**src/rtl/gnd_pkg.sv**
```systemverilog
// Package of the note dispenser: widths, note tables, status codes and control types
package gnd_pkg;

  localparam int unsigned AMOUNT_W            = 18;
  localparam int unsigned COUNT_W             = 14;
  localparam int unsigned STATUS_W            = 2;
  localparam int unsigned VALUE_W             = 9;
  localparam int unsigned TABLE_SIZE          = 8;
  localparam int unsigned TBL_IDX_W           = 3;
  localparam int unsigned NUM_NOTE_VALUES_DEF = 8;

  // quotient by multiplication: q = (x * ceil(2^27 / v)) >> 27, exact for 18-bit x, v <= 450
  localparam int unsigned RECIP_SHIFT = 27;
  localparam int unsigned RECIP_W     = 28;
  localparam int unsigned PROD_W      = AMOUNT_W + RECIP_W;
  localparam int unsigned NV_W        = COUNT_W + VALUE_W;

  localparam logic [VALUE_W-1:0] NOTE_VALUE [TABLE_SIZE] = '{
    9'd1, 9'd2, 9'd5, 9'd10, 9'd20, 9'd50, 9'd250, 9'd450
  };

  localparam logic [RECIP_W-1:0] NOTE_RECIP [TABLE_SIZE] = '{
    28'd134217728, 28'd67108864, 28'd26843546, 28'd13421773,
    28'd6710887,   28'd2684355,  28'd536871,   28'd298262
  };

  localparam logic [COUNT_W-1:0] STOCK_RESET [TABLE_SIZE] = '{
    14'd12800, 14'd6400, 14'd3200, 14'd1600, 14'd800, 14'd400, 14'd200, 14'd100
  };

  localparam logic [STATUS_W-1:0] ST_DISPENSED = 2'd0;
  localparam logic [STATUS_W-1:0] ST_QUOTED    = 2'd1;
  localparam logic [STATUS_W-1:0] ST_INVALID   = 2'd2;
  localparam logic [STATUS_W-1:0] ST_CANNOT    = 2'd3;

  typedef struct packed {
    logic                load;
    logic                mul;
    logic                clamp;
    logic                sub;
    logic                publish;
    logic                debit;
    logic [STATUS_W-1:0] status;
  } cmd_t;

  typedef struct packed {
    logic last;
    logic rest_zero;
    logic amount_zero;
    logic commit;
  } sts_t;

endpackage

```
**src/rtl/gnd_req_if.sv**
```systemverilog
// Request channel of the note dispenser: amount and commit flag
interface gnd_req_if;
  logic                         valid;
  logic                         ready;
  logic [gnd_pkg::AMOUNT_W-1:0] amount;
  logic                         commit;

  modport source (output valid, output amount, output commit, input ready);
  modport sink   (input valid, input amount, input commit, output ready);
endinterface

```
**src/rtl/gnd_rsp_if.sv**
```systemverilog
// Result channel of the note dispenser: status and note counts
interface gnd_rsp_if;
  logic                         valid;
  logic                         ready;
  logic [gnd_pkg::STATUS_W-1:0] status;
  logic [gnd_pkg::COUNT_W-1:0]  notes_450;
  logic [gnd_pkg::COUNT_W-1:0]  notes_250;
  logic [gnd_pkg::COUNT_W-1:0]  notes_50;
  logic [gnd_pkg::COUNT_W-1:0]  notes_20;
  logic [gnd_pkg::COUNT_W-1:0]  notes_10;
  logic [gnd_pkg::COUNT_W-1:0]  notes_5;
  logic [gnd_pkg::COUNT_W-1:0]  notes_2;
  logic [gnd_pkg::COUNT_W-1:0]  notes_1;

  modport source (
    output valid, output status,
    output notes_450, output notes_250, output notes_50, output notes_20,
    output notes_10, output notes_5, output notes_2, output notes_1,
    input ready
  );
  modport sink (
    input valid, input status,
    input notes_450, input notes_250, input notes_50, input notes_20,
    input notes_10, input notes_5, input notes_2, input notes_1,
    output ready
  );
endinterface

```
**src/rtl/gnd_datapath.sv**
```systemverilog
// Datapath of the note dispenser: remainder, quotient, clamp, stock and result registers
module gnd_datapath #(
  parameter int unsigned NUM_USED = gnd_pkg::TABLE_SIZE
) (
  input  logic                                                   clk_i,
  input  logic                                                   rst_ni,
  input  logic [gnd_pkg::AMOUNT_W-1:0]                           amount_i,
  input  logic                                                   commit_i,
  input  gnd_pkg::cmd_t                                          cmd_i,
  output gnd_pkg::sts_t                                          sts_o,
  output logic [gnd_pkg::STATUS_W-1:0]                           status_o,
  output logic [gnd_pkg::TABLE_SIZE-1:0][gnd_pkg::COUNT_W-1:0]   notes_o
);

  localparam int unsigned IDX_W = (NUM_USED > 1) ? $clog2(NUM_USED) : 1;
  localparam logic [IDX_W-1:0] IDX_TOP = IDX_W'(NUM_USED - 1);

  logic [gnd_pkg::AMOUNT_W-1:0]  rest_q;
  logic [gnd_pkg::AMOUNT_W-1:0]  quot_q;
  logic [gnd_pkg::NV_W-1:0]      nv_q;
  logic [IDX_W-1:0]              idx_q;
  logic                          commit_q;
  logic                          zero_q;
  logic [gnd_pkg::COUNT_W-1:0]   chosen_q [NUM_USED];
  logic [gnd_pkg::COUNT_W-1:0]   stock_q  [NUM_USED];
  logic [gnd_pkg::STATUS_W-1:0]  status_q;
  logic [gnd_pkg::TABLE_SIZE-1:0][gnd_pkg::COUNT_W-1:0] notes_q;

  logic [gnd_pkg::TBL_IDX_W-1:0] tbl_idx;
  logic [gnd_pkg::VALUE_W-1:0]   value;
  logic [gnd_pkg::RECIP_W-1:0]   recip;
  logic [gnd_pkg::PROD_W-1:0]    prod;
  logic [gnd_pkg::COUNT_W-1:0]   stock_sel;
  logic [gnd_pkg::COUNT_W-1:0]   take;
  logic [gnd_pkg::NV_W-1:0]      nv;
  logic                          clear_counts;
  logic [gnd_pkg::TABLE_SIZE-1:0][gnd_pkg::COUNT_W-1:0] chosen_full;

  assign tbl_idx   = gnd_pkg::TBL_IDX_W'(idx_q);
  assign value     = gnd_pkg::NOTE_VALUE[tbl_idx];
  assign recip     = gnd_pkg::NOTE_RECIP[tbl_idx];
  assign prod      = gnd_pkg::PROD_W'(rest_q) * gnd_pkg::PROD_W'(recip);
  assign stock_sel = stock_q[idx_q];
  assign take      = (quot_q > gnd_pkg::AMOUNT_W'(stock_sel)) ? stock_sel
                                                              : quot_q[gnd_pkg::COUNT_W-1:0];
  assign nv        = gnd_pkg::NV_W'(take) * gnd_pkg::NV_W'(value);

  assign clear_counts = (cmd_i.status == gnd_pkg::ST_CANNOT) ||
                        (cmd_i.status == gnd_pkg::ST_INVALID);

  for (genvar k = 0; k < gnd_pkg::TABLE_SIZE; k++) begin : g_full
    if (k < NUM_USED) begin : g_used
      assign chosen_full[k] = chosen_q[k];
    end else begin : g_unused
      assign chosen_full[k] = '0;
    end
  end

  always_ff @(posedge clk_i or negedge rst_ni) begin
    if (!rst_ni) begin
      idx_q <= '0;
      for (int k = 0; k < NUM_USED; k++) begin
        stock_q[k] <= gnd_pkg::STOCK_RESET[k];
      end
    end else begin
      if (cmd_i.load) begin
        idx_q <= IDX_TOP;
      end else if (cmd_i.sub) begin
        idx_q <= idx_q - 1'b1;
      end
      if (cmd_i.debit) begin
        for (int k = 0; k < NUM_USED; k++) begin
          stock_q[k] <= stock_q[k] - chosen_q[k];
        end
      end
    end
  end

  always_ff @(posedge clk_i) begin
    if (cmd_i.load) begin
      rest_q   <= amount_i;
      commit_q <= commit_i;
      zero_q   <= (amount_i == '0);
      for (int k = 0; k < NUM_USED; k++) begin
        chosen_q[k] <= '0;
      end
    end
    if (cmd_i.mul) begin
      quot_q <= prod[gnd_pkg::RECIP_SHIFT +: gnd_pkg::AMOUNT_W];
    end
    if (cmd_i.clamp) begin
      nv_q            <= nv;
      chosen_q[idx_q] <= take;
    end
    if (cmd_i.sub) begin
      rest_q <= rest_q - gnd_pkg::AMOUNT_W'(nv_q);
    end
    if (cmd_i.publish) begin
      status_q <= cmd_i.status;
      notes_q  <= clear_counts ? '0 : chosen_full;
    end
  end

  assign sts_o.last        = (idx_q == '0);
  assign sts_o.rest_zero   = (rest_q == '0);
  assign sts_o.amount_zero = zero_q;
  assign sts_o.commit      = commit_q;

  assign status_o = status_q;
  assign notes_o  = notes_q;

endmodule

```
**src/rtl/gnd_ctrl.sv**
```systemverilog
// Controller of the note dispenser: sequences the per-note steps and the result handshake
module gnd_ctrl (
  input  logic          clk_i,
  input  logic          rst_ni,
  input  logic          req_valid_i,
  output logic          req_ready_o,
  output logic          rsp_valid_o,
  input  logic          rsp_ready_i,
  input  gnd_pkg::sts_t sts_i,
  output gnd_pkg::cmd_t cmd_o
);

  localparam logic [2:0] S_IDLE   = 3'd0;
  localparam logic [2:0] S_MUL    = 3'd1;
  localparam logic [2:0] S_CLAMP  = 3'd2;
  localparam logic [2:0] S_SUB    = 3'd3;
  localparam logic [2:0] S_FINISH = 3'd4;

  logic [2:0]                   state_q, state_d;
  logic                         rsp_valid_q, rsp_valid_d;
  logic [gnd_pkg::STATUS_W-1:0] status;

  always_comb begin
    if (sts_i.amount_zero) begin
      status = gnd_pkg::ST_INVALID;
    end else if (!sts_i.rest_zero) begin
      status = gnd_pkg::ST_CANNOT;
    end else if (sts_i.commit) begin
      status = gnd_pkg::ST_DISPENSED;
    end else begin
      status = gnd_pkg::ST_QUOTED;
    end
  end

  always_comb begin
    state_d     = state_q;
    rsp_valid_d = rsp_valid_q && !rsp_ready_i;
    req_ready_o = 1'b0;
    cmd_o       = '0;
    cmd_o.status = status;
    unique case (state_q)
      S_IDLE: begin
        req_ready_o = 1'b1;
        if (req_valid_i) begin
          cmd_o.load = 1'b1;
          state_d    = S_MUL;
        end
      end
      S_MUL: begin
        cmd_o.mul = 1'b1;
        state_d   = S_CLAMP;
      end
      S_CLAMP: begin
        cmd_o.clamp = 1'b1;
        state_d     = S_SUB;
      end
      S_SUB: begin
        cmd_o.sub = 1'b1;
        state_d   = sts_i.last ? S_FINISH : S_MUL;
      end
      S_FINISH: begin
        if (!rsp_valid_q || rsp_ready_i) begin
          cmd_o.publish = 1'b1;
          cmd_o.debit   = (status == gnd_pkg::ST_DISPENSED);
          rsp_valid_d   = 1'b1;
          state_d       = S_IDLE;
        end
      end
      default: begin
        state_d = S_IDLE;
      end
    endcase
  end

  always_ff @(posedge clk_i or negedge rst_ni) begin
    if (!rst_ni) begin
      state_q     <= S_IDLE;
      rsp_valid_q <= 1'b0;
    end else begin
      state_q     <= state_d;
      rsp_valid_q <= rsp_valid_d;
    end
  end

  assign rsp_valid_o = rsp_valid_q;

endmodule

```
**src/rtl/greedy_note_dispenser.sv**
```systemverilog
// Top level of the greedy note dispenser with limited stock
//
//   channel  direction  carries                         item taken when
//   req_i    in         amount, commit                  valid && ready
//   rsp_o    out        status, notes_450 .. notes_1    valid && ready
//
// A new request is taken only once the last item is published: each note
// value in use costs a reciprocal multiply, a clamp-and-multiply and a
// remainder subtract on the one shared datapath, then a publish step
// registers the result and debits stock if the notes are dispensed.
// Reset loads the stock with its initial counts at once; no sweep is needed.
// A result waiting on rsp_o does not block the next request; only the
// publish step waits for the output register to free up.
module greedy_note_dispenser #(
  parameter int unsigned NUM_NOTE_VALUES = gnd_pkg::NUM_NOTE_VALUES_DEF
) (
  input  logic        clk_i,
  input  logic        rst_ni,
  gnd_req_if.sink     req_i,
  gnd_rsp_if.source   rsp_o
);

  localparam int unsigned NUM_USED = (NUM_NOTE_VALUES < gnd_pkg::TABLE_SIZE) ?
                                     NUM_NOTE_VALUES : gnd_pkg::TABLE_SIZE;

  gnd_pkg::cmd_t                                        cmd;
  gnd_pkg::sts_t                                        sts;
  logic                                                 req_ready;
  logic                                                 rsp_valid;
  logic [gnd_pkg::STATUS_W-1:0]                         status;
  logic [gnd_pkg::TABLE_SIZE-1:0][gnd_pkg::COUNT_W-1:0] notes;

  gnd_ctrl u_ctrl (
    .clk_i       (clk_i),
    .rst_ni      (rst_ni),
    .req_valid_i (req_i.valid),
    .req_ready_o (req_ready),
    .rsp_valid_o (rsp_valid),
    .rsp_ready_i (rsp_o.ready),
    .sts_i       (sts),
    .cmd_o       (cmd)
  );

  gnd_datapath #(
    .NUM_USED (NUM_USED)
  ) u_datapath (
    .clk_i    (clk_i),
    .rst_ni   (rst_ni),
    .amount_i (req_i.amount),
    .commit_i (req_i.commit),
    .cmd_i    (cmd),
    .sts_o    (sts),
    .status_o (status),
    .notes_o  (notes)
  );

  assign req_i.ready     = req_ready;
  assign rsp_o.valid     = rsp_valid;
  assign rsp_o.status    = status;
  assign rsp_o.notes_1   = notes[0];
  assign rsp_o.notes_2   = notes[1];
  assign rsp_o.notes_5   = notes[2];
  assign rsp_o.notes_10  = notes[3];
  assign rsp_o.notes_20  = notes[4];
  assign rsp_o.notes_50  = notes[5];
  assign rsp_o.notes_250 = notes[6];
  assign rsp_o.notes_450 = notes[7];

endmodule

```
**src/flat_wrapper.sv**
```systemverilog
// flat-port wrapper written by rule: the top's interface ports become plain ports
module greedy_note_dispenser_flat 
#(
  parameter int unsigned NUM_NOTE_VALUES = gnd_pkg::NUM_NOTE_VALUES_DEF
)
  (clk_i, rst_ni, req_i_valid, req_i_amount, req_i_commit, req_i_ready, rsp_o_valid, rsp_o_status, rsp_o_notes_450, rsp_o_notes_250, rsp_o_notes_50, rsp_o_notes_20, rsp_o_notes_10, rsp_o_notes_5, rsp_o_notes_2, rsp_o_notes_1, rsp_o_ready);
  gnd_req_if req_i_i ();
  gnd_rsp_if rsp_o_i ();
  input  logic clk_i;
  input  logic rst_ni;
  input wire logic [$bits(req_i_i.valid)-1:0] req_i_valid;
  input wire logic [$bits(req_i_i.amount)-1:0] req_i_amount;
  input wire logic [$bits(req_i_i.commit)-1:0] req_i_commit;
  output wire logic [$bits(req_i_i.ready)-1:0] req_i_ready;
  output wire logic [$bits(rsp_o_i.valid)-1:0] rsp_o_valid;
  output wire logic [$bits(rsp_o_i.status)-1:0] rsp_o_status;
  output wire logic [$bits(rsp_o_i.notes_450)-1:0] rsp_o_notes_450;
  output wire logic [$bits(rsp_o_i.notes_250)-1:0] rsp_o_notes_250;
  output wire logic [$bits(rsp_o_i.notes_50)-1:0] rsp_o_notes_50;
  output wire logic [$bits(rsp_o_i.notes_20)-1:0] rsp_o_notes_20;
  output wire logic [$bits(rsp_o_i.notes_10)-1:0] rsp_o_notes_10;
  output wire logic [$bits(rsp_o_i.notes_5)-1:0] rsp_o_notes_5;
  output wire logic [$bits(rsp_o_i.notes_2)-1:0] rsp_o_notes_2;
  output wire logic [$bits(rsp_o_i.notes_1)-1:0] rsp_o_notes_1;
  input wire logic [$bits(rsp_o_i.ready)-1:0] rsp_o_ready;
  assign req_i_i.valid = req_i_valid;
  assign req_i_i.amount = req_i_amount;
  assign req_i_i.commit = req_i_commit;
  assign req_i_ready = req_i_i.ready;
  assign rsp_o_valid = rsp_o_i.valid;
  assign rsp_o_status = rsp_o_i.status;
  assign rsp_o_notes_450 = rsp_o_i.notes_450;
  assign rsp_o_notes_250 = rsp_o_i.notes_250;
  assign rsp_o_notes_50 = rsp_o_i.notes_50;
  assign rsp_o_notes_20 = rsp_o_i.notes_20;
  assign rsp_o_notes_10 = rsp_o_i.notes_10;
  assign rsp_o_notes_5 = rsp_o_i.notes_5;
  assign rsp_o_notes_2 = rsp_o_i.notes_2;
  assign rsp_o_notes_1 = rsp_o_i.notes_1;
  assign rsp_o_i.ready = rsp_o_ready;
  greedy_note_dispenser #(.NUM_NOTE_VALUES(NUM_NOTE_VALUES)) u_core (.clk_i(clk_i), .rst_ni(rst_ni), .req_i(req_i_i), .rsp_o(rsp_o_i));
endmodule
```
**config.mk**
```make
export PLATFORM = sky130hd
export DESIGN_NAME = greedy_note_dispenser_flat
export DESIGN_NICKNAME = d
export VERILOG_FILES = /design/src/rtl/gnd_pkg.sv /design/src/rtl/gnd_req_if.sv /design/src/rtl/gnd_rsp_if.sv /design/src/rtl/gnd_datapath.sv /design/src/rtl/gnd_ctrl.sv /design/src/rtl/greedy_note_dispenser.sv /design/src/flat_wrapper.sv
export SDC_FILE = /design/constraint.sdc
export NUM_CORES = 2
export LEC_CHECK = 0
export BUFFER_PORTS_ARGS = -buffer_cell sky130_fd_sc_hd__buf_2
export CORE_ASPECT_RATIO = 1.1
export CORE_UTILIZATION = 40
export DETAILED_ROUTE_END_ITERATION = 16
export GPL_ROUTABILITY_DRIVEN = 0
export GPL_TIMING_DRIVEN = 0
export PLACE_DENSITY = 0.65
export SYNTH_ARGS = -nofsm -noshare
export SYNTH_HDL_FRONTEND = slang
export SYNTH_SLANG_ARGS = --single-unit
```
**constraint.sdc**
```tcl
create_clock -name clk_i -period 22.4 [get_ports clk_i]
set_clock_uncertainty 0.15 [all_clocks]
set_input_delay 4.48 -clock clk_i [delete_from_list [all_inputs] [get_ports clk_i]]
set_output_delay 4.48 -clock clk_i [all_outputs]
set_load 0.05 [all_outputs]
```
# ---- Word level (Yosys, flattened, before mapping)
# Memories as Yosys holds them, arrays and structs flattened.
# Index checks and enable logic that the tools add are counted.
dict set report totals {
  ff_bits 289
  mem_bits_ro 296
  mem_bits_rw 112
  wordCells 100
  out_inout_bits 116
  in_bits 23
  memories 3
}
# name depth width read_ports rd_ports_with_merged_regs wr line_no
set mem_list {}
lappend mem_list {{(no name shown)} 8 28 1 0 0 gnd_datapath.sv:41} ;# assign recip = gnd_pkg::NOTE_RECIP[tbl_idx];
lappend mem_list {u_core.u_datapath.chosen_q 8 14 8 0 8 gnd_datapath.sv:24} ;# logic [gnd_pkg::COUNT_W-1:0] chosen_q [NUM_USED];
lappend mem_list {{(no name shown)} 8 9 1 0 0 gnd_datapath.sv:40} ;# assign value = gnd_pkg::NOTE_VALUE[tbl_idx];
dict set report classes {
  n_lt_le_gt_ge 2
  add_sub_neg 10
  eq_ne 8
  n_mux 36
  bitwise 1
  n_reduce_logical 13
  n_mul 2
}
# op count
set op_table {}
lappend op_table {{$sub 14x14->14} 8}
lappend op_table {{$mux 14} 4}
lappend op_table {{$mux 28} 2}
lappend op_table {{$mul 18x28->45} 1}
lappend op_table {{$bmux 14 s3} 1}
lappend op_table {{$logic_not 18->1} 2}
lappend op_table {{$mux 18} 2}
lappend op_table {{$gt 18x14->1} 1}
lappend op_table {{$mul 14x9->18} 1}
lappend op_table {{$mux 3} 6}
lappend op_table {{$mux 9} 2}
lappend op_table {{$sub 18x18->18} 1}
lappend op_table {{$pmux 3 s5} 1}
lappend op_table {{$mux 1} 14}
lappend op_table {{$reduce_or 14->1} 1}
lappend op_table {{$mux 2} 4}
lappend op_table {{$eq 3x2->1 const B} 2}
lappend op_table {{$logic_not 3->1} 2}
lappend op_table {{$eq 2x2->1 const B} 2}
lappend op_table {{$ge 4x4->1 const B} 1}
lappend op_table {{$ne 2x2->1 const B} 2}
lappend op_table {{$not 3->4} 1}
lappend op_table {{$eq 3x1->1 const B} 1}
lappend op_table {{$eq 3x3->1 const B} 1}
lappend op_table {{other kinds (7)} 9}

# ---- Longest topological paths before layout
dict set report depth {
  ltp_word 7
  mapped_depth 38
  depth_no_buf 33
}

# ---- Modules after synthesis
# From an unflattened synthesis, not the netlist that was laid out.
dict set report unflattened {
  cells_unflattened 3939
  hier_area_um2 39237.6
}
# module instances cells_each area_per_inst_um2
set by_module_without_submodules {}
lappend by_module_without_submodules {gnd_datapath 1 3912 38984.9}
lappend by_module_without_submodules {gnd_ctrl 1 27 252.7}

# ---- Least setup slack after synthesis
# OpenSTA, ideal clock, no wires.
dict set report synth_timing {
  path_kind {register -> register}
  start {register u_core.u_datapath.idx_q[0]}
  end {register u_core.u_datapath.nv_q[16] (netlist name) (data pin)}
  t_arrival_ps 7410
  period_less_slack_ps 7826
  n_path_buf 6
  path_stages_with_launch 32
  setup_slack_ps 14574
  required_ps 21984
  path_cell_list {dfrtp_1 > buf_4 > buf_2 > buf_2 > mux4_2 > a221o_1 > inv_1 > ha_1 > a21o_1 > a211o_1 > o21ai_0 > a31o_2 > buf_6 > buf_2 > mux2i_1 > buf_2 > nor2_1 > fa_1 > fa_1 > inv_1 > fa_1 > fa_1 > inv_1 > ha_1 > o21ai_0 > a21boi_0 > o21ai_0 > a21boi_0 > o21ai_0 > a21oi_1 > o41ai_1 > xnor2_1}
}
dict set report synth_between {
  elab_chain_len 7
  word_cells_on_any_way 10
  cone_classes {1 x mul; 1 x order compare; 6 x mux; 1 x bitwise; 1 x memory}
}
# item line_no
set synth_rtl {}
lappend synth_rtl {{from (decl)} gnd_datapath.sv:21} ;# logic [IDX_W-1:0] idx_q;
lappend synth_rtl {{from (signal assigned)} gnd_datapath.sv:69} ;# idx_q <= idx_q - 1'b1;
lappend synth_rtl {{$not 3->4 (not written as such) *} {gnd_datapath.sv:40, gnd_datapath.sv:43}}
lappend synth_rtl {{$bmux 14 s3} gnd_datapath.sv:43} ;# assign stock_sel = stock_q[idx_q];
lappend synth_rtl {{$mux 14 (not written as such) (2 in a row)} gnd_datapath.sv:43}
lappend synth_rtl {{$gt 18x14->1} gnd_datapath.sv:44} ;# assign take = (quot_q > gnd_pkg::AMOUNT_W'(stock_sel)) ? stock_sel
lappend synth_rtl {{$mux 14} gnd_datapath.sv:44}
lappend synth_rtl {{$mul 14x9->18 *} gnd_datapath.sv:46} ;# assign nv = gnd_pkg::NV_W'(take) * gnd_pkg::NV_W'(value);
lappend synth_rtl {{net u_core.u_datapath.nv, one bit} gnd_datapath.sv:35} ;# logic [gnd_pkg::NV_W-1:0] nv;
lappend synth_rtl {{to (signal assigned)} gnd_datapath.sv:92} ;# nv_q <= nv;
lappend synth_rtl {{to (decl)} gnd_datapath.sv:20} ;# logic [gnd_pkg::NV_W-1:0] nv_q;
# The timed path passes the listed nets; every way through them passes the cells marked *. The select of a mux whose other input is x is not followed.
# A chain may end at the register's enable or synchronous reset.

# ---- Final worst setup path
dict set report layout_timing {
  start {register u_core.u_datapath.idx_q[2]}
  end {register u_core.u_datapath.quot_q[15] (netlist name) (data pin)}
}
dict set report layout_between {
  elab_chain_len 5
}
# item line_no
set layout_rtl {}
lappend layout_rtl {{$not 3->4 (not written as such)} gnd_datapath.sv:41}
lappend layout_rtl {{$mem_v2 8x28} --}
lappend layout_rtl {{$mux 28 (not written as such) (2 in a row)} gnd_datapath.sv:41}
lappend layout_rtl {{$mul 18x28->45} gnd_datapath.sv:42} ;# assign prod = gnd_pkg::PROD_W'(rest_q) * gnd_pkg::PROD_W'(recip);
lappend layout_rtl {{net u_core.u_datapath.prod, one bit} gnd_datapath.sv:32} ;# logic [gnd_pkg::PROD_W-1:0] prod;
lappend layout_rtl {{to (signal assigned)} gnd_datapath.sv:89} ;# quot_q <= prod[gnd_pkg::RECIP_SHIFT +: gnd_pkg::AMOUNT_W];
lappend layout_rtl {{to (decl)} gnd_datapath.sv:19} ;# logic [gnd_pkg::AMOUNT_W-1:0] quot_q;
# The timed path passes the listed nets, and every way through them passes these cells. The select of a mux whose other input is x is not followed.

==> reports/results.ini <==
[critical_path]
cpLargestDelayFamily = adder cells
crit_buf_inv = 8
max_stage_delay_ps = 1010
cp_data_arrival_time_ps = 11150
cp-end-kind = flop
crit_fanout = 10
cp-start-kind = flop
cpMostUsedCell = fa_1
crit_type = flop to flop
critPathSlowestCell = o41ai_2
required_ps = 22570

[timing]
setup_tns_ps = 0
hold_violations = 0
setup_viol = 0
rsz0062_at_grt = false
slew_violations = 0
fmax_ghz = 0.0911
period_needed_ps = 10980
setup_ws_ps = 11420
slew_headroom = 0.0736
worst_pin_slew_ps = 1390
post-route-period-util = 0.490

[cts]
cts.sinks = 401
cts_resized = 0
cts_root_buffer = clkbuf_16
clk_pin_slew_worst_paths_ps = 60
cts_tree = yes
cts_hold_buf = 0
clock_path_buffers = 3
post-cts-setup-buffers = 0
cts_buffers = 42
cts_htree_levels = 2
insertion_delay_ps = 580

[global_routing]
grt_first_pass_wirelength_um = 179000
track_usage = 0.242
grt_pass1_vias = 30100
antenna_found_initial = 1
overflow = 0
grt_max_degree = 76

[min_path]
holdCritPathClass = flop to flop

[final_layout]
synthToLayoutAreaGrowth_pct = 9.93
finalNetCount = 5030
layout_common_cells = inv_1 (799), fa_1 (478), nand2_1 (429)
drive_above_1_share = 0.0725
layout_commonest_cell = inv_1
nFillCells = 9282

[synthesis]
synth_seq_cells = 401
synth.top_cells.by_area = fa_1 (25%), edfxtp_1 (22%), ha_1 (9.7%), inv_1 (7.7%), dfrtp_1 (6.1%)
synthCells = 4040
yosysTopAreaCell = fa_1
syn_area_per_cell_sq_um = 9.65
ys_seq_area_frac = 0.295
synth_top_area_share = 0.246
synthFlopType = edfxtp_1
synth.distinct_cells = 71
netlist_area_sq_um = 39000
ys_async_sr_fraction = 0.297
synth_edf_count = 282
synth_nets = 4843
yosys_warnings = 0

[route]
viasPerCell = 5.31
wl_met2_um = 55300
dr_wl_met3_um = 9090
drtAntennaViolNets = 0
vias = 29300
routedWlPerCell_um = 21.2
drc_errors = 0
wl_um = 117000
drtIter0Drc = 2332
wl_met1_um = 44700
topRoutingLayerUsed = met5
dr.pass1.iters = 6

[placement]
post-dp-hpwl_um = 94800
pre_cts_ws_ps = 11680
port_buffers = 138

[run_status]
status = completed

[floorplan]
io_pins = 139
die_area_sq_um = 98700
start_util = 0.405
die_w_um = 300
die_h_um = 329
core_area_sq_um = 96200
row_count = 119

[flow_run]
drv_cap = 0

==> per-layer routing <==
layer  GRT usage  up-vias
li1            -    13200
met1       0.295    14500
met2       0.402     1282
met3      0.0402      345
met4       0.147        2
met5           0        -
==> flip-flops by register name, summed over array words and instances, names as in the netlist <==
signal / cells
u_core.u_datapath.stock_q: 112
u_core.u_datapath.notes_o: 112
u_core.u_datapath.commit_q: 1
u_core.u_ctrl.rsp_valid_o: 1
u_core.u_datapath.nv_q: 18
u_core.u_ctrl.state_q: 3
u_core.u_datapath.chosen_q: 112
u_core.u_datapath.rest_q: 18
u_core.u_datapath.status_o: 2
u_core.u_datapath.idx_q: 3
u_core.u_datapath.zero_q: 1
u_core.u_datapath.quot_q: 18
==> kinds of logic (layout without fill, tap and decap cells) <==
logic type	count (synthesis)	count (layout)	synth area share
AND/OR/NAND/NOR	1270	1270	0.151
XOR/XNOR	125	125	0.0284
flip-flops	401	401	0.295
AO/OA/AOI/OAI	458	458	0.0744
other	0	1	0
multiplexers	44	44	0.0153
buffers and inverters	962	1182	0.0937
adder cells (fa/ha/maj)	780	780	0.343
==> through the flow <==
step	instance area [sq um]	instances	hold slack [ps]	util
floorplan	39000	4040	292	-
global placement	41200	5448	312	0.429
detailed placement	41400	5453	313	0.430
CTS	42800	5530	323	0.445
global route	42800	5530	336	0.445
finish	42800	5531	321	0.445
==> layout make-up <==
cell class	count	area, sq um	share of cell area
tap	1270	1590	0.0371
antenna	1	2.50	0.0000584
clock buffer	52	1130	0.0264
timing repair buffer	143	786	0.0183
multi-input combinational	2677	23900	0.557
sequential	401	11500	0.268
inverter	802	3010	0.0703
buffer	160	639	0.0149
clock inverter	25	338	0.00789
==> cells in the mapped netlist, types with 13 or more instances <==
library cell / number
xnor2_1: 73
o211ai_1: 14
nand3_1: 46
ha_1: 302
a31oi_1: 15
nand4_1: 13
inv_1: 800
edfxtp_1: 282
a21oi_1: 82
o31ai_1: 33
dfstp_2: 24
clkbuf_1: 137
dfrtp_1: 95
nor2_1: 367
nand2_1: 429
o21a_1: 14
o21ai_0: 161
a21boi_0: 26
nand2b_1: 39
or2_2: 23
mux2i_1: 26
buf_2: 16
or3_1: 20
fa_1: 478
a21o_1: 27
and3_1: 49
nor3_1: 44
nor2b_1: 30
xor2_1: 51
and2_1: 172
==> worst paths after layout <==
check                                             start                            end  slack, ps  depth (start not counted)
hold reg to reg            u_core.u_datapath.stock_q[5]   u_core.u_datapath.stock_q[5]        320                          2
setup / recovery             u_core.u_datapath.idx_q[2]   u_core.u_datapath.quot_q[15]      11420                         26
min in group asynchronous                        rst_ni  u_core.u_datapath.stock_q[78]       3720                          1
setup reg to reg             u_core.u_datapath.idx_q[2]   u_core.u_datapath.quot_q[15]      11420                         26
max in group asynchronous                        rst_ni  u_core.u_datapath.stock_q[32]      17560                          2
hold / removal             u_core.u_datapath.stock_q[5]   u_core.u_datapath.stock_q[5]        320                          2
==> worst register-to-register path: cells and delay by family, from the launching register on <==
kind / cells / cell delay [ps]
adders and majority gates: 7 / 3450
xor gates and xnor gates: 1 / 110
DFF: 1 / 310
AOI/OAI and AO/OA: 3 / 1590
and+or+nand+nor: 7 / 2140
buffers and inverters: 8 / 2980
Power is left out: the tool's default activity adds up to more than one toggle a clock period on the data nets, which glitch-free logic cannot reach.
